### src/scp_pkg.sv
// ============================================================================
// scp_pkg
// Shared widths, fixed-point constants and helpers of the sine/cosine unit.
// ============================================================================
package scp_pkg;

    // Operation codes.
    localparam logic OP_SIN = 1'b0;
    localparam logic OP_COS = 1'b1;

    // Field widths.
    localparam int ANGLE_W = 32;
    localparam int VALUE_W = 18;

    // Pipeline layout.
    localparam int RED_STAGES  = 5;
    localparam int POLY_STAGES = 5;
    localparam int NUM_STAGES  = RED_STAGES + POLY_STAGES + 1;

    // Internal widths of the reduction stages.
    localparam int U1_W = 33;
    localparam int U2_W = 31;
    localparam int U3_W = 29;
    localparam int U4_W = 27;
    localparam int X_W  = 25;

    // Internal widths of the polynomial stages.
    localparam int X2_W = 32;
    localparam int T1_W = 24;
    localparam int T2_W = 28;
    localparam int T3_W = 31;
    localparam int Y_W  = 31;
    localparam int MAG_W = 17;
    localparam int Q_SHIFT = 6;

    // Angle constants in Q8.24, rounded to nearest.
    localparam logic [32:0] HALF_PI_Q24 = 33'd26353589;
    localparam logic [32:0] PI_Q24      = 33'd52707179;
    localparam logic [32:0] TWO_PI_Q24  = 33'd105414357;

    // Multiples of two pi used by the restoring reduction.
    localparam logic [32:0] TWO_PI_X32 = TWO_PI_Q24 << 5;
    localparam logic [32:0] TWO_PI_X16 = TWO_PI_Q24 << 4;
    localparam logic [32:0] TWO_PI_X8  = TWO_PI_Q24 << 3;
    localparam logic [32:0] TWO_PI_X4  = TWO_PI_Q24 << 2;
    localparam logic [32:0] TWO_PI_X2  = TWO_PI_Q24 << 1;

    // Bias of 21 full turns makes every angle non-negative before reduction.
    localparam logic [32:0] OFS_SIN = 33'd2213701497;
    localparam logic [32:0] OFS_COS = OFS_SIN + HALF_PI_Q24;

    // Polynomial coefficients in unsigned Q30.
    localparam logic [31:0] ONE_Q30       = 32'd1073741824;
    localparam logic [31:0] INV_FACT3_Q30 = 32'd178956971;
    localparam logic [31:0] INV_FACT5_Q30 = 32'd8947849;
    localparam logic [31:0] INV_FACT7_Q30 = 32'd213044;

    // Final rounding from Q30 to Q16.
    localparam logic [31:0] Q16_ROUND = 32'd8192;
    localparam int          Q16_SHIFT = 14;

    // Subtracts d from v when v is not below d.
    function automatic logic [32:0] cond_sub(input logic [32:0] v, input logic [32:0] d);
        cond_sub = (v >= d) ? (v - d) : v;
    endfunction

    // Q30 product, rounded half up.
    function automatic logic [33:0] mul_q30(input logic [31:0] a, input logic [31:0] b);
        logic [63:0] p;
        p = a * b;
        mul_q30 = 34'((p + (64'd1 << 29)) >> 30);
    endfunction

endpackage

### src/scp_reduce.sv
// ============================================================================
// scp_reduce
// Range reduction modulo two pi and folding into the first quadrant.
// ============================================================================
module scp_reduce (
    input  logic                                   i_clk,
    input  logic [scp_pkg::RED_STAGES-1:0]         i_en,
    input  logic                                   i_opcode,
    input  logic signed [scp_pkg::ANGLE_W-1:0]     i_angle,
    output logic [scp_pkg::X_W-1:0]                o_x,
    output logic                                   o_neg
);

    logic [scp_pkg::U1_W-1:0] r_u1, n_u1;
    logic [scp_pkg::U2_W-1:0] r_u2, n_u2;
    logic [scp_pkg::U3_W-1:0] r_u3, n_u3;
    logic [scp_pkg::U4_W-1:0] r_u4, n_u4;
    logic [scp_pkg::X_W-1:0]  r_x,  n_x;
    logic                     r_neg, n_neg;
    logic [32:0]              fold_m;

    // The biased sum is non-negative and below 42 turns, so six restoring
    // steps leave the floored remainder.
    always_comb begin
        n_u1 = {i_angle[scp_pkg::ANGLE_W-1], i_angle}
             + ((i_opcode == scp_pkg::OP_COS) ? scp_pkg::OFS_COS : scp_pkg::OFS_SIN);
        n_u2 = scp_pkg::U2_W'(scp_pkg::cond_sub(
                   scp_pkg::cond_sub(r_u1, scp_pkg::TWO_PI_X32), scp_pkg::TWO_PI_X16));
        n_u3 = scp_pkg::U3_W'(scp_pkg::cond_sub(
                   scp_pkg::cond_sub(33'(r_u2), scp_pkg::TWO_PI_X8), scp_pkg::TWO_PI_X4));
        n_u4 = scp_pkg::U4_W'(scp_pkg::cond_sub(
                   scp_pkg::cond_sub(33'(r_u3), scp_pkg::TWO_PI_X2), scp_pkg::TWO_PI_Q24));
        // Lower half-turn is taken as is; the upper one negates the result.
        n_neg  = (33'(r_u4) >= scp_pkg::PI_Q24);
        fold_m = scp_pkg::cond_sub(33'(r_u4), scp_pkg::PI_Q24);
        n_x    = scp_pkg::X_W'((fold_m > scp_pkg::HALF_PI_Q24) ?
                               (scp_pkg::PI_Q24 - fold_m) : fold_m);
    end

    always_ff @(posedge i_clk) begin
        if (i_en[0]) begin
            r_u1 <= n_u1;
        end
        if (i_en[1]) begin
            r_u2 <= n_u2;
        end
        if (i_en[2]) begin
            r_u3 <= n_u3;
        end
        if (i_en[3]) begin
            r_u4 <= n_u4;
        end
        if (i_en[4]) begin
            r_x   <= n_x;
            r_neg <= n_neg;
        end
    end

    assign o_x   = r_x;
    assign o_neg = r_neg;

endmodule

### config.mk
export PLATFORM = sky130hd
export DESIGN_NAME = scp_reduce
export DESIGN_NICKNAME = d
export VERILOG_FILES = /design/src/scp_pkg.sv /design/src/scp_reduce.sv
export SDC_FILE = /design/constraint.sdc
export NUM_CORES = 1
export LEC_CHECK = 0
export ABC_CLOCK_PERIOD_IN_PS = 6400
export BUFFER_PORTS_ARGS = -buffer_cell sky130_fd_sc_hd__buf_4
export CORE_ASPECT_RATIO = 0.9
export CORE_MARGIN = 2
export CORE_UTILIZATION = 55
export CTS_BUF_LIST = sky130_fd_sc_hd__clkbuf_8
export CTS_CLUSTER_SIZE = 20
export DETAILED_ROUTE_END_ITERATION = 6
export MAX_ROUTING_LAYER = met4
export PLACE_DENSITY = 0.72
export SLEW_MARGIN = 20
export SYNTH_ARGS = -nofsm -noshare
export SYNTH_HDL_FRONTEND = slang
export SYNTH_SLANG_ARGS = --single-unit
### constraint.sdc
create_clock -name i_clk -period 6.4 [get_ports i_clk]
set_input_delay 1.28 -clock i_clk [delete_from_list [all_inputs] [get_ports i_clk]]
set_output_delay 1.28 -clock i_clk [all_outputs]
set_load 0.05 [all_outputs]
==> results.sh, run 1 <==
export IMPL_status="completed"
export IMPL_postCtsHoldBufs=0
export IMPL_p_leak_uw=0.00551
export IMPL_num_io_pins=65
export IMPL_r2r_setup_slack_ns=1.16
export IMPL_cp_required_ns=6.61
export IMPL_clockBufferDepth=2
export IMPL_synth_edff_count=146
export IMPL_yosys_warnings=0
export IMPL_finish_utilization_pct=59.0
export IMPL_startpoint_type="flip-flop"
export IMPL_fin_worst_skew_ns=0.0255
export IMPL_tns_ns=0
export IMPL_gp_congestion=0.933
export IMPL_critical_path_class="flip-flop to flip-flop"
export IMPL_powerDensity_nw_per_um2=572
export IMPL_synth_area_um2=15000
export IMPL_diodes=0
export IMPL_cts_sinks=146
export IMPL_dieWidth_um=178
export IMPL_cts_reportedPaths_clkPinSlew_ns=0.09
export IMPL_via_per_inst=6.65
export IMPL_synth_largest_area_cell="edfxtp_1"
export IMPL_reg2reg_depth=13
export IMPL_yosysSeqAreaShare_pct=29.2
export IMPL_hold_slack_ns=0.446
export IMPL_synthTopCellsByArea="edfxtp_1 29%, xnor2_1 9.8%, o21ai_0 3.5%"
export IMPL_syn_avg_cell_area_um2=8.62
export IMPL_crit_fanout=25
export IMPL_nFillCells=2424
export IMPL_worstPathArrival_ns=5.45
export IMPL_max_cap_violations=0
export IMPL_nets=1791
export IMPL_cts_made_buffers=17
export IMPL_slew_headroom_pct=38.4
export IMPL_grt_pass1_wl_um=68900
export IMPL_routedWlPerCell_um=20.9
export IMPL_cts_resized=0
export IMPL_min_to="r_u2[1]"
export IMPL_setup_violations=0
export IMPL_layout_drive_gt1_share_pct=11.6
export IMPL_dp_hpwl_um=33200
export IMPL_netlist_instances=1738
export IMPL_syn2layout_area_growth_pct=5.86
export IMPL_core_um2=26900
export IMPL_hold_class="flip-flop to flip-flop"
export IMPL_rows=57
export IMPL_grt_ovfl_total=0
export IMPL_rsz0062_at_grt="no"
export IMPL_post_route_min_period_ns=5.24
export IMPL_whs_path_depth=0
export IMPL_grt_start_max_net_pins=34
export IMPL_grt_pass1_vias=13000
export IMPL_cts_htree_levels=4
export IMPL_wirelength_um=43600
export IMPL_end_kind="flip-flop"
export IMPL_slew_viol_final=0
export IMPL_route_detailed_drc=0
export IMPL_synth_seq_cells=146
export IMPL_startpoint="r_u1[5]"
export IMPL_io_buffers=64
export IMPL_ant_nets=0
export IMPL_grt_usage_pct=31.1
export IMPL_antenna_found_initial=0
export IMPL_r2r_end="r_u2[27]"
export IMPL_ir_worst_vdd_uv=248
export IMPL_clk_latency_ns=0.47
export IMPL_tritoncts="done"
export IMPL_tightest_slew_ns=0.917
export IMPL_firstDrtPassIters=6
export IMPL_hold_start="r_u1[1]"
export IMPL_dr_total_vias=13900
export IMPL_synth_nets=1805
export IMPL_hold_viol=0
export IMPL_start_util_pct=55.7
export IMPL_synth_distinct_cells=123
export IMPL_fp_dieH_um=161
export IMPL_synthArstFlopShare_pct=0
export IMPL_drtIter0Drc=1453
export IMPL_dieArea_um2=28600
export IMPL_cts_root_buf="clkbuf_8"
export IMPL_synth_main_ff_cell="edfxtp_1"
export IMPL_synth_top_area_share_pct=29.2
export IMPL_r2r_start="r_u1[5]"
export IMPL_cts_setup_buffers=0
export IMPL_max_clock_freq_ghz=0.191
export IMPL_fin_crit_sh_pct=81.9
==> worst max-delay path: stages (launching register included) <==
cell,delay (ns)
edfxtp_1,0.45
inv_1,0.12
ha_1,0.27
nor2b_1,0.38
o31a_1,0.50
o311a_1,0.62
nor2_1,0.14
buf_4,0.26
or3_1,0.41
a2111oi_0,0.42
o2111ai_1,0.23
nand3_1,0.73
o21ai_0,0.26
xor2_1,0.20
==> sequential cells by signal (all words and copies together) (netlist names) <==
name,flops
r_u4,27
r_u1,33
o_neg,1
o_x,25
r_u2,31
r_u3,29
==> where the power goes <==
| group | switching (uW) | internal, uW | leakage [uW] |
|---|---|---|---|
| logic | 3510 | 2260 | 0.00387 |
| registers | 738 | 1780 | 0.00143 |
| clock network | 369 | 421 | 0.000213 |
==> synth_stat cells, types with 28 or more instances <==
library cell and n:
xnor2_1 167, a21oi_1 86, inv_1 70, o21ai_0 104, nand4_1 34, nor3_1 55
clkbuf_1 66, nand3_1 44, xor2_1 53, a31oi_1 28, edfxtp_1 146, nand2_1 130
nor2_1 128
==> layer usage <==
layer	wire, um	global-route usage (%)	vias to the layer above
met1	17600	36.5	6657
met5	0	-	-
met2	21900	53.8	595
met3	2360	3.53	113
li1	-	-	6535
met4	1770	13.4	0
==> cells by family (layout without fill, tap and decap cells) <==
| kind of cell | count (synthesis) | in the layout | synth area share, % |
|---|---|---|---|
| muxes | 16 | 16 | 1.09 |
| adders and majority gates | 28 | 28 | 2.39 |
| DFF | 146 | 146 | 29.2 |
| and+or+nand+nor | 594 | 594 | 21.7 |
| AOI/OAI and AO/OA | 553 | 553 | 27.0 |
| buffers and inverters | 179 | 177 | 5.45 |
| xor gates and xnor gates | 222 | 222 | 13.1 |
==> area by class of cell <==
type | instances | area [um2] | area share (%)
Timing Repair Buffer | 75 | 563 | 3.55
Inverter | 71 | 267 | 1.68
Multi-Input combinational cell | 1413 | 9790 | 61.7
Tap cell | 354 | 443 | 2.79
Sequential cell | 146 | 4380 | 27.6
Clock inverter | 14 | 189 | 1.19
Clock buffer | 17 | 234 | 1.47
==> layout by cell type (no fill, tap or decap), types with 22 or more instances in the layout <==
cell / count
o211ai_1: 26
xnor2_1: 167
nand2_1: 130
inv_1: 71
nand4_1: 34
nand3_1: 44
a21oi_1: 86
ha_1: 27
buf_4: 75
edfxtp_1: 146
nor3_1: 55
a211oi_1: 22
xor2_1: 53
nor2_1: 128
o21a_1: 22
a31oi_1: 28
nor4_1: 23
o21ai_0: 103
==> how the worst max path moves through the flow <==
stage | cells after the start | slack (ns) | to
detailed placement | 13 | 1.24 | r_u2[27]
CTS | 13 | 1.25 | r_u2[27]
floorplan | 17 | 2.20 | r_u4[14]
finish | 13 | 1.16 | r_u2[27]
global placement | 13 | 1.35 | r_u2[27]
global route | 13 | 0.62 | r_u2[27]
==> per-stage QoR <==
stage | total power, uW | cells | worst slack [ns] | cell area, um2
after floorplan | 6840 | 1738 | 2.20 | 15000
after global placement | 8080 | 2059 | 1.35 | 15400
after detailed placement | 8170 | 2059 | 1.24 | 15400
after CTS | 8980 | 2090 | 1.25 | 15900
after global routing | 9660 | 2090 | 0.622 | 15900
final | 9070 | 2090 | 1.16 | 15900
Note: power is estimated with default switching activity, not from simulation.
==> run 2, diff against run 1 <==
Settings changed: ABC_CLOCK_PERIOD_IN_PS 6400 to 4350, PLACE_DENSITY 0.72 to 0.75.
Clock period 6.4 ns to 4.35 ns, I/O delays scaled along.
==> run 2 against run 1 <==
Against the previous run:
- the flow now finishes with violations (DRC)
- setup slack lost 1.0 ns
- highest routed layer unchanged
- global-route usage is 0.57 points higher
- register-to-register slack got worse by 1.0 ns
==> results.sh, run 2 (synthesis gave the netlist of run 1 again) <==
export IMPL_tightest_slew_ns=0.731
export IMPL_finish_utilization_pct=62.8
export IMPL_max_cap_violations=0
export IMPL_dp_hpwl_um=34100
export IMPL_r2r_start="r_u2[20]"
export IMPL_wirelength_um=43500
export IMPL_crit_slowest_cell="or4_1"
export IMPL_cts_reportedPaths_clkPinSlew_ns=0.09
export IMPL_num_io_pins=65
export IMPL_grt_usage_pct=31.7
export IMPL_core_um2=26900
export IMPL_end_kind="flip-flop"
export IMPL_reg2reg_depth=12
export IMPL_dieWidth_um=178
export IMPL_r2r_setup_slack_ns=0.14
export IMPL_fin_ws_ns=0.144
export IMPL_startpoint="r_u2[20]"
export IMPL_post_route_min_period_ns=4.21
export IMPL_fin_crit_sh_pct=96.7
export IMPL_met1Wirelength_um=17600
export IMPL_wl_met3_um=2310
export IMPL_dp_cells=2176
export IMPL_status="complete, but fails checks"
export IMPL_firstDrtPassIters=7
export IMPL_place_ws_ns=0.127
export IMPL_clockBufferDepth=2
export IMPL_powerDensity_nw_per_um2=820
export IMPL_fin_worst_skew_ns=0.0216
export IMPL_nFillCells=2308
export IMPL_clk_latency_ns=0.48
export IMPL_cp_required_ns=4.57
export IMPL_cts_made_buffers=17
export IMPL_cts_sinks=146
export IMPL_crit_chain="or4_1 > a21boi_1 > o21a_1 > buf_4 > a21oi_1 > o21ai_0 > nor4b_1 > and4b_1 > a41oi_4 > buf_12 > a221oi_2 > xnor2_1"
export IMPL_slew_viol_final=0
export IMPL_nets=1916
export IMPL_route_detailed_drc=2
export IMPL_slew_headroom_pct=51.3
export IMPL_critical_path_class="flip-flop to flip-flop"
export IMPL_setup_violations=0
export IMPL_start_util_pct=55.7
export IMPL_grt_ovfl_total=0
export IMPL_final_common_cell="buf_4"
export IMPL_dr_total_vias=14400
export IMPL_violations="DRC"
export IMPL_postCtsHoldBufs=0
export IMPL_diodes=0
export IMPL_dieArea_um2=28600
export IMPL_antenna_found_initial=0
export IMPL_reg_largest_list="r_u1 (33), r_u2 (31), r_u3 (29)"
export IMPL_tns_ns=0
export IMPL_min_to="r_u2[1]"
export IMPL_hold_class="flip-flop to flip-flop"
export IMPL_crit_fanout=26
export IMPL_grt_pass1_wl_um=70800
export IMPL_hold_viol=0
export IMPL_gp_congestion=1.00
export IMPL_hold_start="r_u1[1]"
export IMPL_rows=57
export IMPL_regMostFlops="r_u1"
export IMPL_path_buf_inv=2
export IMPL_max_clock_freq_ghz=0.238
export IMPL_cts_htree_levels=4
export IMPL_tritoncts="done"
export IMPL_critPathTopFamily="compound AO/OA/AOI/OAI gates"
export IMPL_ant_nets=0
export IMPL_met2WireLength_um=21900
export IMPL_grt_pass1_vias=13700
export IMPL_ir_worst_vdd_uv=333
export IMPL_largest_register_ffs=33
export IMPL_grt_start_max_net_pins=34
export IMPL_instances_no_fill=2216
export IMPL_drtIter0Drc=1242
export IMPL_startpoint_type="flip-flop"
export IMPL_most_common_layout_cells="196 x buf_4, 167 x xnor2_1, 146 x edfxtp_1, 130 x nand2_1, 128 x nor2_1"
export IMPL_routedWlPerCell_um=19.6
export IMPL_io_buffers=64
export IMPL_layout_drive_gt1_share_pct=18.4
export IMPL_via_per_inst=6.50
export IMPL_p_leak_uw=0.00612
export IMPL_highest_layer="met4"
export IMPL_whs_path_depth=0
export IMPL_syn2layout_area_growth_pct=12.7
export IMPL_fp_dieH_um=161
export IMPL_max_stage_delay_ns=0.69
export IMPL_cts_root_buf="clkbuf_8"
export IMPL_worstPathArrival_ns=4.42
export IMPL_r2r_end="r_u3[23]"
run 2: cell types whose count changed in the layout (fill, tap and decap cells not counted), sizes merged:
cell,change
buf,+125
bufinv,-3
clkinvlp,+1
clkinv,-2
inv,+5
run 2: worst max-delay path by stage:
stage / end / depth (start not counted) / slack, ns
after detailed placement: o_x[3] / 12 / 0.13
after CTS: r_u3[23] / 13 / 0.11
after floorplan: r_u4[14] / 17 / 0.15
after global routing: r_u3[28] / 13 / -0.03
after global placement: o_x[3] / 12 / 0.19
final: r_u3[23] / 12 / 0.14
run 2: cell type report:
cell class / instances / area [um2] / area share [%]
Timing Repair Buffer: 200 / 1550 / 9.18
Multi-Input combinational cell: 1413 / 9860 / 58.4
Tap cell: 354 / 443 / 2.62
Clock buffer: 17 / 234 / 1.38
Clock inverter: 15 / 151 / 0.896
Sequential cell: 146 / 4380 / 26.0
Inverter: 71 / 267 / 1.58
run 2: repair_timing:
action | 4_1_cts | 5_1_grt
endpoints found under the setup margin | 0 | 45
buffers inserted | 0 | 8
resized for setup | 0 | 18
endpoints found under the hold margin | 0 | 0
run 2: stage by stage:
stage	hold WS, ns	area, um2	total power, uW
3_3_place_gp	0.425	16400	12400
6_report	0.450	16900	13800
3_5_place_dp	0.428	16400	12600
5_1_grt	0.461	16900	14800
2_1_floorplan	0.417	15000	10100
4_1_cts	0.452	16700	13700
run 2: routing by layer:
metal,up-vias,track usage (%)
met1,6881,38.1
met3,123,3.50
met2,600,53.9
li1,6793,-
met5,-,-
met4,0,13.4
run 2: report_power, final:
| part | internal [uW] | leakage, uW | switching, uW |
|---|---|---|---|
| Clock | 468 | 0.000189 | 593 |
| Combinational | 3900 | 0.00450 | 5550 |
| Sequential | 2610 | 0.00143 | 726 |
==> run 3, diff against run 2 <==
Settings changed: ABC_CLOCK_PERIOD_IN_PS 4350 to 4450, PLACE_DENSITY 0.75 to 0.72.
Clock period 4.35 ns to 4.45 ns, I/O delays scaled along.
==> run 3 against run 2 <==
Against the previous run:
- the flow now finishes without violations
- maximum frequency shrank 1.2%
- non-clock buffer count down 12
- clock-buffer cell count stayed put
- final area fell by 1.1%
- largest cell class unchanged
- highest routed layer unchanged
==> results.sh, run 3 (synthesis gave the netlist of run 1 again) <==
export IMPL_dp_cells=2169
export IMPL_tightest_slew_ns=0.773
export IMPL_cts_htree_levels=4
export IMPL_worstPathArrival_ns=4.47
export IMPL_dp_hpwl_um=33600
export IMPL_nFillCells=2329
export IMPL_syn2layout_area_growth_pct=11.5
export IMPL_met2WireLength_um=21000
export IMPL_crit_slowest_cell="o311ai_1"
export IMPL_max_stage_delay_ns=0.70
export IMPL_startpoint_type="flip-flop"
export IMPL_met1Wirelength_um=17300
export IMPL_reg_largest_list="r_u1 (33), r_u2 (31), r_u3 (29)"
export IMPL_num_io_pins=65
export IMPL_regMostFlops="r_u1"
export IMPL_grt_start_max_net_pins=34
export IMPL_ant_nets=0
export IMPL_diodes=0
export IMPL_slew_headroom_pct=47.6
export IMPL_critical_path_class="flip-flop to flip-flop"
export IMPL_hold_class="flip-flop to flip-flop"
export IMPL_grt_usage_pct=31.5
export IMPL_end_kind="flip-flop"
export IMPL_clk_latency_ns=0.47
export IMPL_sw_frac_of_total_pct=49.9
export IMPL_tritoncts="done"
export IMPL_fin_crit_sh_pct=95.7
export IMPL_wirelength_um=43200
export IMPL_powerDensity_nw_per_um2=800
export IMPL_cts_sinks=146
export IMPL_postLayoutCellArea_um2=16700
export IMPL_grt_pass1_wl_um=70000
export IMPL_cpMostUsedCell="a21oi_1"
export IMPL_instances_no_fill=2204
export IMPL_p_leak_uw=0.00605
export IMPL_route_detailed_drc=0
export IMPL_status="completed"
export IMPL_most_common_layout_cells="185 x buf_4, 167 x xnor2_1, 146 x edfxtp_1, 130 x nand2_1, 128 x nor2_1"
export IMPL_gp_congestion=0.985
export IMPL_via_per_inst=6.50
export IMPL_rsz0062_at_grt="yes"
export IMPL_place_area_um2=16300
export IMPL_io_buffers=64
export IMPL_p_clk_share_pct=7.2
export IMPL_dieWidth_um=178
export IMPL_setup_violations=0
export IMPL_core_um2=26900
export IMPL_dr_total_vias=14300
export IMPL_fp_dieH_um=161
export IMPL_cts_reportedPaths_clkPinSlew_ns=0.08
export IMPL_max_clock_freq_ghz=0.235
export IMPL_antenna_found_initial=0
export IMPL_cts_made_buffers=17
export IMPL_multiInputGateArea_um2=9810
export IMPL_crit_chain="inv_1 > ha_1 > nor2b_1 > o31a_1 > o311ai_1 > buf_4 > a21oi_1 > xnor2_1 > a21oi_1 > o21ai_0 > buf_4 > a21boi_0 > o21ai_0 > a21oi_1 > mux2_2"
export IMPL_layout_drive_gt1_share_pct=17.2
export IMPL_start_util_pct=55.7
export IMPL_seq_power_share_pct=24.4
export IMPL_dieArea_um2=28600
export IMPL_wl_met3_um=2530
export IMPL_grt_pass1_vias=13600
export IMPL_post_route_min_period_ns=4.26
export IMPL_ir_worst_vdd_uv=337
export IMPL_cts_root_buf="clkbuf_8"
export IMPL_max_cap_violations=0
export IMPL_drtIter0Drc=1276
export IMPL_crit_fanout=9
export IMPL_fin_worst_skew_ns=0.0190
export IMPL_grt_ovfl_total=0
export IMPL_highest_layer="met4"
export IMPL_clockBufferDepth=2
export IMPL_rows=57
export IMPL_hold_viol=0
export IMPL_routedWlPerCell_um=19.6
export IMPL_hold_slack_ns=0.451
export IMPL_final_common_cell="buf_4"
export IMPL_regArea_um2=4380
export IMPL_slew_viol_final=0
export IMPL_total_power_uw=13400
export IMPL_cp_required_ns=4.67
export IMPL_switching_power_uw=6670
export IMPL_nets=1904
export IMPL_combPwrFrac_pct=68.5
export IMPL_postCtsHoldBufs=0
export IMPL_p_int_uw=6700
export IMPL_largest_register_ffs=33
export IMPL_firstDrtPassIters=6
## run 3: metal layers
| metal | vias up | global-route usage [%] |
|---|---|---|
| li1 | 6773 | - |
| met3 | 151 | 4.85 |
| met2 | 623 | 51.9 |
| met1 | 6786 | 36.8 |
| met4 | 0 | 17.0 |
| met5 | - | - |
## run 3: what timing repair did
| action | 4_1_cts | 5_1_grt |
|---|---|---|
| setup buffers | 0 | 3 |
| gates resized for setup | 0 | 7 |
| endpoints found under the setup margin | 0 | 33 |
## run 3: layout make-up
| cell class | instances | share of cell area (%) |
|---|---|---|
| clock buffer | 17 | 1.40 |
| clock inverter | 15 | 0.711 |
| inverter | 71 | 1.59 |
| multi-input combinational | 1413 | 58.7 |
| sequential | 146 | 26.2 |
| tap | 354 | 2.65 |
| timing repair buffer | 188 | 8.67 |
## run 3: final timing paths
path,slack (ns),from,depth (start not counted),end
setup reg to reg,0.19,r_u1[6],15,r_u2[30]
setup / recovery,0.19,r_u1[6],15,r_u2[30]
hold reg to reg,0.45,r_u1[0],0,r_u2[0]
hold / removal,0.45,r_u1[0],0,r_u2[0]
## run 3: power by group through the flow
| stage | Clock [uW] | Sequential (uW) | Combinational (uW) |
|---|---|---|---|
| after floorplan | 0 | 3280 | 6560 |
| after global placement | 0 | 3270 | 8840 |
| after detailed placement | 0 | 3270 | 8980 |
| after CTS | 982 | 3250 | 9010 |
| after global routing | 1040 | 3310 | 9930 |
| final | 957 | 3260 | 9160 |
## run 3: metrics by stage
step                setup TNS, ns  utilization [%]  setup slack, ns
global route              -0.0382             62.1          -0.0199
floorplan                       0                -            0.252
CTS                             0             62.0            0.144
detailed placement              0             60.7            0.175
global placement                0             60.7            0.243
finish                          0             62.1            0.193
## run 3: critical path, delay by kind of cell, from the launching register on
family	cells	cell delay [ns]
AOI/OAI and AO/OA	8	2.04
xor gates and xnor gates	1	0.31
adders and majority gates	1	0.16
buffers and inverters	3	0.59
DFF	1	0.55
muxes	1	0.28
and+or+nand+nor	1	0.06
